**config.mk**
```make
export PLATFORM = sky130hd
export DESIGN_NAME = dmpc_ctrl
export DESIGN_NICKNAME = d
export VERILOG_FILES = /design/src/rtl/core/dmpc_pkg.sv /design/src/rtl/core/dmpc_ctrl.sv
export SDC_FILE = /design/constraint.sdc
export NUM_CORES = 1
export LEC_CHECK = 0
export BUFFER_PORTS_ARGS = -buffer_cell sky130_fd_sc_hd__buf_2
export CAP_MARGIN = 20
export CORE_AREA = 4 4 41 43
export DETAILED_ROUTE_END_ITERATION = 7
export DIE_AREA = 0 0 45 47
export SLEW_MARGIN = 15
export SYNTH_ARGS = -nofsm -noshare
export SYNTH_HDL_FRONTEND = slang
export SYNTH_SLANG_ARGS = --single-unit
```
**constraint.sdc**
```tcl
create_clock -name clk_i -period 1.88 [get_ports clk_i]
set_input_delay 0 -clock clk_i [delete_from_list [all_inputs] [get_ports clk_i]]
set_output_delay 0 -clock clk_i [all_outputs]
set_load 0.01 [all_outputs]
```
**src/rtl/core/dmpc_pkg.sv**
```systemverilog
// package: shared types, constants and state codes for the position cache
`timescale 1ns / 1ps
package dmpc_pkg;

  localparam int unsigned TableSlots = 65536;
  localparam int unsigned DepthLimit = 256;
  localparam int unsigned SlotW = $clog2(TableSlots);
  localparam int unsigned KeyW = 64;
  localparam int unsigned CntW = $clog2(KeyW + 1);

  typedef enum logic [1:0] {
    CfgEntries = 2'd0,
    CfgAdjust  = 2'd1,
    CfgMate    = 2'd2
  } cfg_idx_e;

  typedef enum logic [2:0] {
    StClear,
    StIdle,
    StDiv,
    StRead,
    StCheck,
    StOut
  } state_e;

  typedef struct packed {
    logic        kind;
    logic [63:0] key;
    logic [7:0]  depth;
    logic [7:0]  ply;
    logic [1:0]  flag;
    logic signed [31:0] value;
    logic [15:0] best_move;
  } in_item_t;

  typedef struct packed {
    logic        hit;
    logic [7:0]  found_depth;
    logic [1:0]  found_flag;
    logic signed [31:0] found_value;
    logic [15:0] found_move;
  } out_item_t;

  typedef struct packed {
    logic clear;     // zero one slot of the clearing pass
    logic load;      // capture item, start division
    logic div_step;  // one restoring step
    logic mem_read;  // read the slot
    logic mem_write; // write the slot (store)
    logic out_load;  // capture probe result
  } dp_cmd_t;

  typedef struct packed {
    logic clear_done;
    logic div_done;
    logic is_probe;
    logic same_entry;
  } dp_sts_t;

  // mate shift with saturation; dir_up moves away from zero
  function automatic logic signed [31:0] mate_shift(
      input logic signed [31:0] v, input logic [7:0] ply,
      input logic [30:0] mate, input logic dir_up);
    logic signed [33:0] vx;
    logic signed [33:0] lo;
    logic signed [33:0] hi;
    logic signed [33:0] px;
    logic signed [33:0] r;
    vx = 34'(v);
    px = 34'(ply);
    lo = 34'(DepthLimit) - 34'(mate);
    hi = 34'(mate) - 34'(DepthLimit);
    r  = vx;
    if (vx < lo) r = dir_up ? vx - px : vx + px;
    else if (vx > hi) r = dir_up ? vx + px : vx - px;
    if (r > 34'sh07FFFFFFF) mate_shift = 32'sh7FFFFFFF;
    else if (r < -34'sh080000000) mate_shift = 32'sh80000000;
    else mate_shift = r[31:0];
  endfunction

endpackage

```
**src/rtl/core/dmpc_ctrl.sv**
```systemverilog
// controller: sequences clearing pass, divide, slot read, update and result transfer
`timescale 1ns / 1ps
module dmpc_ctrl (
  input  logic               clk_i,
  input  logic               rst_ni,
  input  logic               in_valid_i,
  output logic               in_ready_o,
  output logic               out_valid_o,
  input  logic               out_ready_i,
  input  dmpc_pkg::dp_sts_t  sts_i,
  output dmpc_pkg::dp_cmd_t  cmd_o
);
  dmpc_pkg::state_e state_q, state_d;

  always_ff @(posedge clk_i or negedge rst_ni) begin
    if (!rst_ni) state_q <= dmpc_pkg::StClear;
    else state_q <= state_d;
  end

  always_comb begin
    state_d = state_q;
    cmd_o = '0;
    in_ready_o = 1'b0;
    out_valid_o = 1'b0;
    case (state_q)
      dmpc_pkg::StClear: begin
        cmd_o.clear = 1'b1;
        if (sts_i.clear_done) state_d = dmpc_pkg::StIdle;
      end
      dmpc_pkg::StIdle: begin
        in_ready_o = 1'b1;
        if (in_valid_i) begin
          cmd_o.load = 1'b1;
          state_d = dmpc_pkg::StDiv;
        end
      end
      dmpc_pkg::StDiv: begin
        cmd_o.div_step = 1'b1;
        if (sts_i.div_done) state_d = dmpc_pkg::StRead;
      end
      dmpc_pkg::StRead: begin
        cmd_o.mem_read = 1'b1;
        state_d = dmpc_pkg::StCheck;
      end
      dmpc_pkg::StCheck: begin
        if (sts_i.is_probe) begin
          cmd_o.out_load = 1'b1;
          state_d = dmpc_pkg::StOut;
        end else begin
          cmd_o.mem_write = !sts_i.same_entry;
          state_d = dmpc_pkg::StIdle;
        end
      end
      dmpc_pkg::StOut: begin
        out_valid_o = 1'b1;
        if (out_ready_i) state_d = dmpc_pkg::StIdle;
      end
      default: state_d = dmpc_pkg::StIdle;
    endcase
  end
endmodule

```
==> results of run 1 <==
==> kinds of logic (layout without fill, tap and decap cells) <==
kind of cell | Yosys count | count (layout) | synth area share
compound gates | 6 | 6 | 0.1656
buf+inv | 2 | 21 | 0.04454
simple gates | 14 | 14 | 0.4077
flops | 3 | 3 | 0.3822
==> routing by layer <==
layer | share of wire | up-vias | GRT usage
met5 | 0 | - | 0
met4 | 0 | 0 | 0.08772
met3 | 0.11 | 0 | 0.03448
met2 | 0.47 | 11 | 0.1017
met1 | 0.42 | 101 | 0.07273
li1 | - | 126 | -
==> cells in the mapped netlist (all sizes together) <==
| cell type | count | area (µm²) |
|---|---|---|
| nor2 | 3 | 11.26 |
| nand2 | 2 | 7.510 |
| nor4 | 1 | 6.260 |
| nor2b | 2 | 12.51 |
| inv | 1 | 3.750 |
| a31oi | 1 | 6.260 |
| and2 | 1 | 6.260 |
| o21ai | 1 | 5.000 |
| nor3 | 2 | 15.01 |
| clkbuf | 1 | 5.000 |
| nand3b | 1 | 7.510 |
| a21oi | 3 | 15.01 |
| dfrtp | 3 | 75.07 |
| nand2b | 1 | 6.260 |
| o22ai | 1 | 6.260 |
| nor3b | 1 | 7.510 |
==> cell type report <==
class	count	area, µm²	share of cell area
Multi-Input combinational cell	20	112.6	0.3502
Timing Repair Buffer	16	85.08	0.2646
Sequential cell	3	75.07	0.2335
Clock buffer	4	26.28	0.08171
Tap cell	15	18.77	0.05837
Inverter	1	3.754	0.01167
==> tightest hold or removal path: stages <==
cell	delay [ns]
buf_2	0.08
a31oi_1	0.07
o21ai_0	0.07
==> worst paths after layout <==
| check | startpoint | endpoint | slack, ns | cells after the start |
|---|---|---|---|---|
| min | sts_i[2] | state_q[0] | 0.03 | 3 |
| max | state_q[1] | cmd_o[1] | 0.62 | 3 |
| min in group asynchronous | rst_ni | state_q[2] | 0.09 | 2 |
| max reg2reg | state_q[0] | state_q[0] | 0.92 | 3 |
| min reg2reg | state_q[2] | state_q[1] | 0.60 | 1 |
| max in group asynchronous | rst_ni | state_q[0] | 1.68 | 2 |
==> repair_timing <==
action / CTS / global route
hold buffers: 1 / 0
setup buffers: 0 / 0
hold endpoints to repair: 3 / 0
==> per-stage QoR <==
stage / area, µm² / utilization / instances / power, mW
3_3_place_gp: 285.3 / 0.2192 / 54 / 0.4015
6_report: 321.6 / 0.2471 / 59 / 0.5149
5_1_grt: 321.6 / 0.2471 / 59 / 0.5811
2_1_floorplan: 196.4 / - / 25 / 0.3118
4_1_cts: 321.6 / 0.2471 / 59 / 0.5263
3_5_place_dp: 285.3 / 0.2192 / 54 / 0.4031
==> power breakdown <==
part / internal (mW) / leakage (nW) / switching [mW]
clock: 0.0796 / 0.0150 / 0.0349
combinational: 0.112 / 0.113 / 0.129
sequential: 0.0961 / 0.0382 / 0.0633
==> results.md, run 1 <==
- Chip height: 47 µm
- GRT Total Usage: 0.07267
- Die Span X: 45 µm
- Final worst slack: 0.6205 ns
- Initial DRC Count: 5
- IO Pins: 16
- Largest Register: state_q
- Final setup violation count: 0
- TNS Setup: 0 ns
- CTS resizes: 0
- Number of cell rows: 13
- Synthesized Nets: 33
- Gr ovfl total: 0
- Ratio of cells with drive above 1 in the final layout: 0.4545
- Crit-path max cell delay: 0.44 ns
- Sequential area share after synthesis: 0.3822
- Routability Congestion: 0.7516
- Routed len/inst: 9.831 µm
- Worst-path cell chain: nand2b_1 -> nor4_1 -> buf_2
- Total core area: approximately 1300 µm²
- Detailed Routing Iterations Pass 1: 3
- YS warnings: 0
- Post-route DRC: 0
- Max Slew Vio Count: 0
- Max reg flops: 3
- Post-route antenna net violation count: 0
- CTS root buf: clkbuf_4
- Fin nets: 53
- Relative slew slack: 0.8333
- HPWL Detailed: approximately 470 µm
- Buf/Inv on CP: 1
- DR vias: 238
- Worst clock skew on the final layout: 0.0004311 ns
- Crit Path Class: reg2out
- Clk buf depth: 2
- Most common cell after layout, fill and taps aside: buf_2
- Vias in the first global route: around 260
- Final worst-path cycle share: 0.6700
- Outcome: finished, final reports clean
- Initial antenna violation count: 0
- RSZ-0062 raised after global routing: false
- Die area: 2115 µm²
- Most frequent cells in the layout: buf_2 (15), nor2_1 (3), a21oi_1 (3), clkbuf_4 (3), dfrtp_1 (3)
- Clock sinks: 3
- Worst-Skew Late Latency: 0.23 ns
- Syn-to-layout area delta: 63.69%
- Crit Path Max Fanout: 8
- Syn avg cell area: around 8 µm²
- Leakage: 0.1664 nW
- CTS tree: yes
- Pre-CTS WS: around 0.86 ns
- Highest ir drop seen on vdd: 451.1 µV
- PwrDens: about 1600 nW/µm²
- Synth Register Bits: 3
- Distinct cells, synth: 17
- Slowest cell on crit path: dfrtp_1
- IO buf count: 15
- Type of origin of the critical path: flip-flop
- Filler cells: between 150 and 200
- First-pass GRT wire length: 1035 µm
- CTS HTree Levels: 1
- Max Freq: a little under 800 MHz
- Worst EP arrival: 1.26 ns
- Worst Tran Pin Value: 0.2500 ns
- Crit. End Element: output pin
- Regs by FF count: state_q (3)
- Worst min path class: in2reg
- Max Cap Viol: 0
- Delay-heaviest family, CP: flip-flops
- Routed vias/inst: 4.034
- Ant. Diodes: 0
- Reg clk slew, reported paths: roughly 0.040 ns
- Synth Instances: 25
- Fin Hold WS: 0.02871 ns
- Synthesized area: 196.4 µm²
- Largest net degree at the start of global routing: 9
- Final hold vios: 0
- Number of CTS-inserted buffers: 3
- Time the worst path needs with I/O delays and setup: 1.260 ns
- Initial core utilization: 0.1510
- Worst path required time: 1.88 ns
- WL final: 580 µm
Power figures use the tool's default switching activity.
==> run 2, diff against run 1 <==
- ABC_AREA: not set -> 1
- clock period: 1.88 -> 1.05 ns (I/O delays scaled with it)
==> run 2 against run 1 <==
  * The flow now finishes with violations (setup timing)
  * Via count grew 50%
  * Non-clock buffer count grew 13
  * Register-to-register slack got worse by 1.0 ns
  * Worst setup slack worse by 0.73 ns
  * Sequential share of layout area down 9.3 points
  * Worst hold slack improved by 0.031 ns
  * Sequential cell count stayed put
  * Sequential power increased by 69%
  * Area after synthesis up 23%
  * Clock power grew 82%
  * Die area unchanged
  * Global-route usage increased by 0.57 points
==> results.md, run 2 <==
- IO Pins: 16 (unchanged)
- TNS Setup: -0.7425 ns (-0.7425 ns)
- Reg clk slew, reported paths: 0.04 ns (about the same)
- Final worst slack: -0.1140 ns (-0.7345 ns)
- Worst clock skew on the final layout: 0.002932 ns (+0.002501 ns)
- WL final: 881 µm (+52%)
- Max reg flops: 3 (unchanged)
- Synth Register Bits: 3 (unchanged)
- Total core area: 1301 µm² (unchanged)
- Synth top area share: 0.3109 (-0.07128)
- Crit-path max cell delay: 0.45 ns (about the same)
- Final setup violation count: 11 (+11)
- Post-route DRC: 0 (unchanged)
- Fin nets: 80 (+51%)
- Yosys top cell by area: dfrtp_1
- Gr ovfl total: 0 (unchanged)
- Post-synth EDFFs: 0 (unchanged)
- Ratio of cells with drive above 1 in the final layout: 0.7042 (+0.2497)
- Worst-path cell chain: nor2_4 -> nand2_2 -> nor3_2 -> buf_2
- Synth Instances: 38 (+52%)
- Time the worst path needs with I/O delays and setup: ~1.2 ns
- Area after DPL: 350.3 µm² (+23%)
- Post-layout util: 0.4240 (+0.1769)
- Crit Path Class: reg2out
- Max Freq: 859.1 MHz
- Final worst-path cycle share: 1.109
- Worst Tran Pin Value: 0.1788 ns (-0.07116 ns)
- Routability Congestion: 0.6894 (-8.3%)
- Vias in the first global route: 350 (+35%)
- Synthesized area: 241.5 µm² (+23%)
- Die area: 2115 µm² (unchanged)
- Crit. End Element: output pin
- PwrDens: 2907 nW/µm² (+82%)
- Buf/Inv on CP: 1 (unchanged)
- Clk buf depth: 2 (unchanged)
- Chip height: 47 µm (unchanged)
- Fin Hold WS: 0.06012 ns (+0.03141 ns)
- Count leader, synth: inv_1
- Top post-synthesis cells by area: dfrtp_1 (31%), inv_1 (17%), nand2_1 (9.3%), nor2_1 (9.3%), nand3_2 (8.3%)
- IO buf count: 15 (unchanged)
- YS warnings: 0 (unchanged)
- Fin cells: 86 (+46%)
- Number of CTS-inserted buffers: 3 (unchanged)
- Worst EP arrival: 1.16 ns (-0.10 ns)
- Largest Register: state_q
- Final hold vios: 0 (unchanged)
- Clock sinks: 3 (unchanged)
- CTS tree: yes
- CTS root buf: clkbuf_4
- Routed vias/inst: 4.163 (+3.2%)
- Type of origin of the critical path: flip-flop
- Fin area: 551.8 µm² (+72%)
- CTS HTree Levels: 1 (unchanged)
- Syn-to-layout area delta: 128.5%
- Highest ir drop seen on vdd: 898.3 µV (+99%)
- Failing checks: setup timing
- Synthesized Nets: 46 (+39%)
- Routed len/inst: 10.24 µm (+4.2%)
- Detailed Routing Iterations Pass 1: 2 (-1)
- Ant. Diodes: 0 (unchanged)
- Most frequent cells in the layout: buf_2 (13), buf_4 (9), inv_1 (8)
- First-pass GRT wire length: 1117 µm (+7.9%)
- Crit Path Max Fanout: 5 (-3)
- Number of cell rows: 13 (unchanged)
- Worst-Skew Late Latency: 0.24 ns (about the same)
- Outcome: finished, violations left
- HPWL Detailed: 516.3 µm (+8.9%)
- Die Span X: 45 µm (unchanged)
- Slowest cell on crit path: dfrtp_2
- Delay-heaviest family, CP: flip-flops
- GRT Total Usage: 0.07838 (+0.005715)
- Initial antenna violation count: 0 (unchanged)
- Worst path required time: 1.05 ns (-0.83 ns)
- DR vias: 358 (+50%)
- Max Slew Vio Count: 0 (unchanged)
- Post-placement cell count: 70 (+30%)
- Distinct cells, synth: 12 (-5)
- Relative slew slack: 0.8808 (+0.04744)
- Post-synth top cells: inv_1 (11), nand2_1 (6), nor2_1 (6)
- Post-route antenna net violation count: 0 (unchanged)
- Max Cap Viol: 0 (unchanged)
- Syn avg cell area: 6.355 µm² (-19%)
- Worst min path class: in2reg
- Leakage: 0.3128 nW (+88%)
- Regs by FF count: state_q (3)
- Most common cell after layout, fill and taps aside: buf_2
- Largest net degree at the start of global routing: 6 (-3)
- FFs w/ async S/R, synth: 1.000 (unchanged)
- RSZ-0062 raised after global routing: true
- Initial core utilization: 0.1856 (+0.03462)
- Initial DRC Count: 2 (-3)
- Most used flip-flop cell after synthesis: dfrtp_1
- Sequential area share after synthesis: 0.3109 (-0.07128)
[run 2: changes by cell type after synthesis, sizes merged, moves of 2 or more]
cell | previous run | this run
inv | 1 | 12
nand3 | 0 | 5
nor2 | 3 | 8
nand2 | 2 | 6
a21oi | 3 | 0
nor2b | 2 | 0
[run 2: power breakdown]
part / switching (mW) / total, mW / internal (mW)
logic: 0.521 / 1.13 / 0.606
registers: 0.0920 / 0.269 / 0.176
clock network: 0.0657 / 0.209 / 0.143
[run 2: final cells by class]
class | count | area [µm²]
clock buffer | 4 | 26.28
fill | 143 | 749.5
multi-input combinational | 23 | 173.9
inverter | 12 | 45.04
tap | 15 | 18.77
sequential | 3 | 77.57
timing repair buffer | 29 | 210.2
[run 2: cells by family (layout without fill, tap and decap cells)]
family	count (synthesis)	in the layout	synth area share
AO/OA/AOI/OAI	2	2	0.05698
buffers and inverters	12	45	0.1865
flip-flops	3	3	0.3109
AND/OR/NAND/NOR	21	21	0.4456
[run 2: final timing paths]
path                               to        from  cells after the start  slack [ns]
hold reg to reg            state_q[1]  state_q[1]                      3        0.74
hold / removal             state_q[1]    sts_i[2]                      4        0.06
setup / recovery             cmd_o[1]  state_q[0]                      4       -0.11
min in group asynchronous  state_q[0]      rst_ni                      2        0.09
max in group asynchronous  state_q[1]      rst_ni                      2        0.84
setup reg to reg           state_q[1]  state_q[0]                      7       -0.11
[run 2: metrics by stage]
step / worst slack (ns) / power (mW)
global placement: 0.01622 / 0.8028
floorplan: 0.08434 / 0.5846
CTS: -0.1063 / 1.390
finish: -0.1140 / 1.604
global route: -0.1765 / 1.712
detailed placement: -0.003745 / 0.8158
[run 2: metal layers]
layer / global-route usage / share of wire / wire, µm / up-vias
met5: 0 / 0 / 0 / -
met4: 0.1170 / 0.035 / 31 / 0
met3: 0 / 0.048 / 42 / 4
met2: 0.1441 / 0.54 / 476 / 12
met1: 0.06407 / 0.37 / 330 / 162
li1: - / - / - / 180
[run 2: timing repair]
item / CTS / global route
hold buffers: 1 / 0
setup endpoints to repair: 8 / 11
gates resized for setup: 11 / 14
pin swaps: 3 / 3
endpoints found under the hold margin: 3 / 0
buffers inserted: 10 / 1
[run 2: worst register-to-register path: stages (launching register included)]
cell     delay [ns]
dfrtp_2        0.45
nor2_4         0.15
buf_4          0.12
nand3_1        0.06
nand2_1        0.09
inv_1          0.04
nand3_1        0.07
nand2_1        0.05
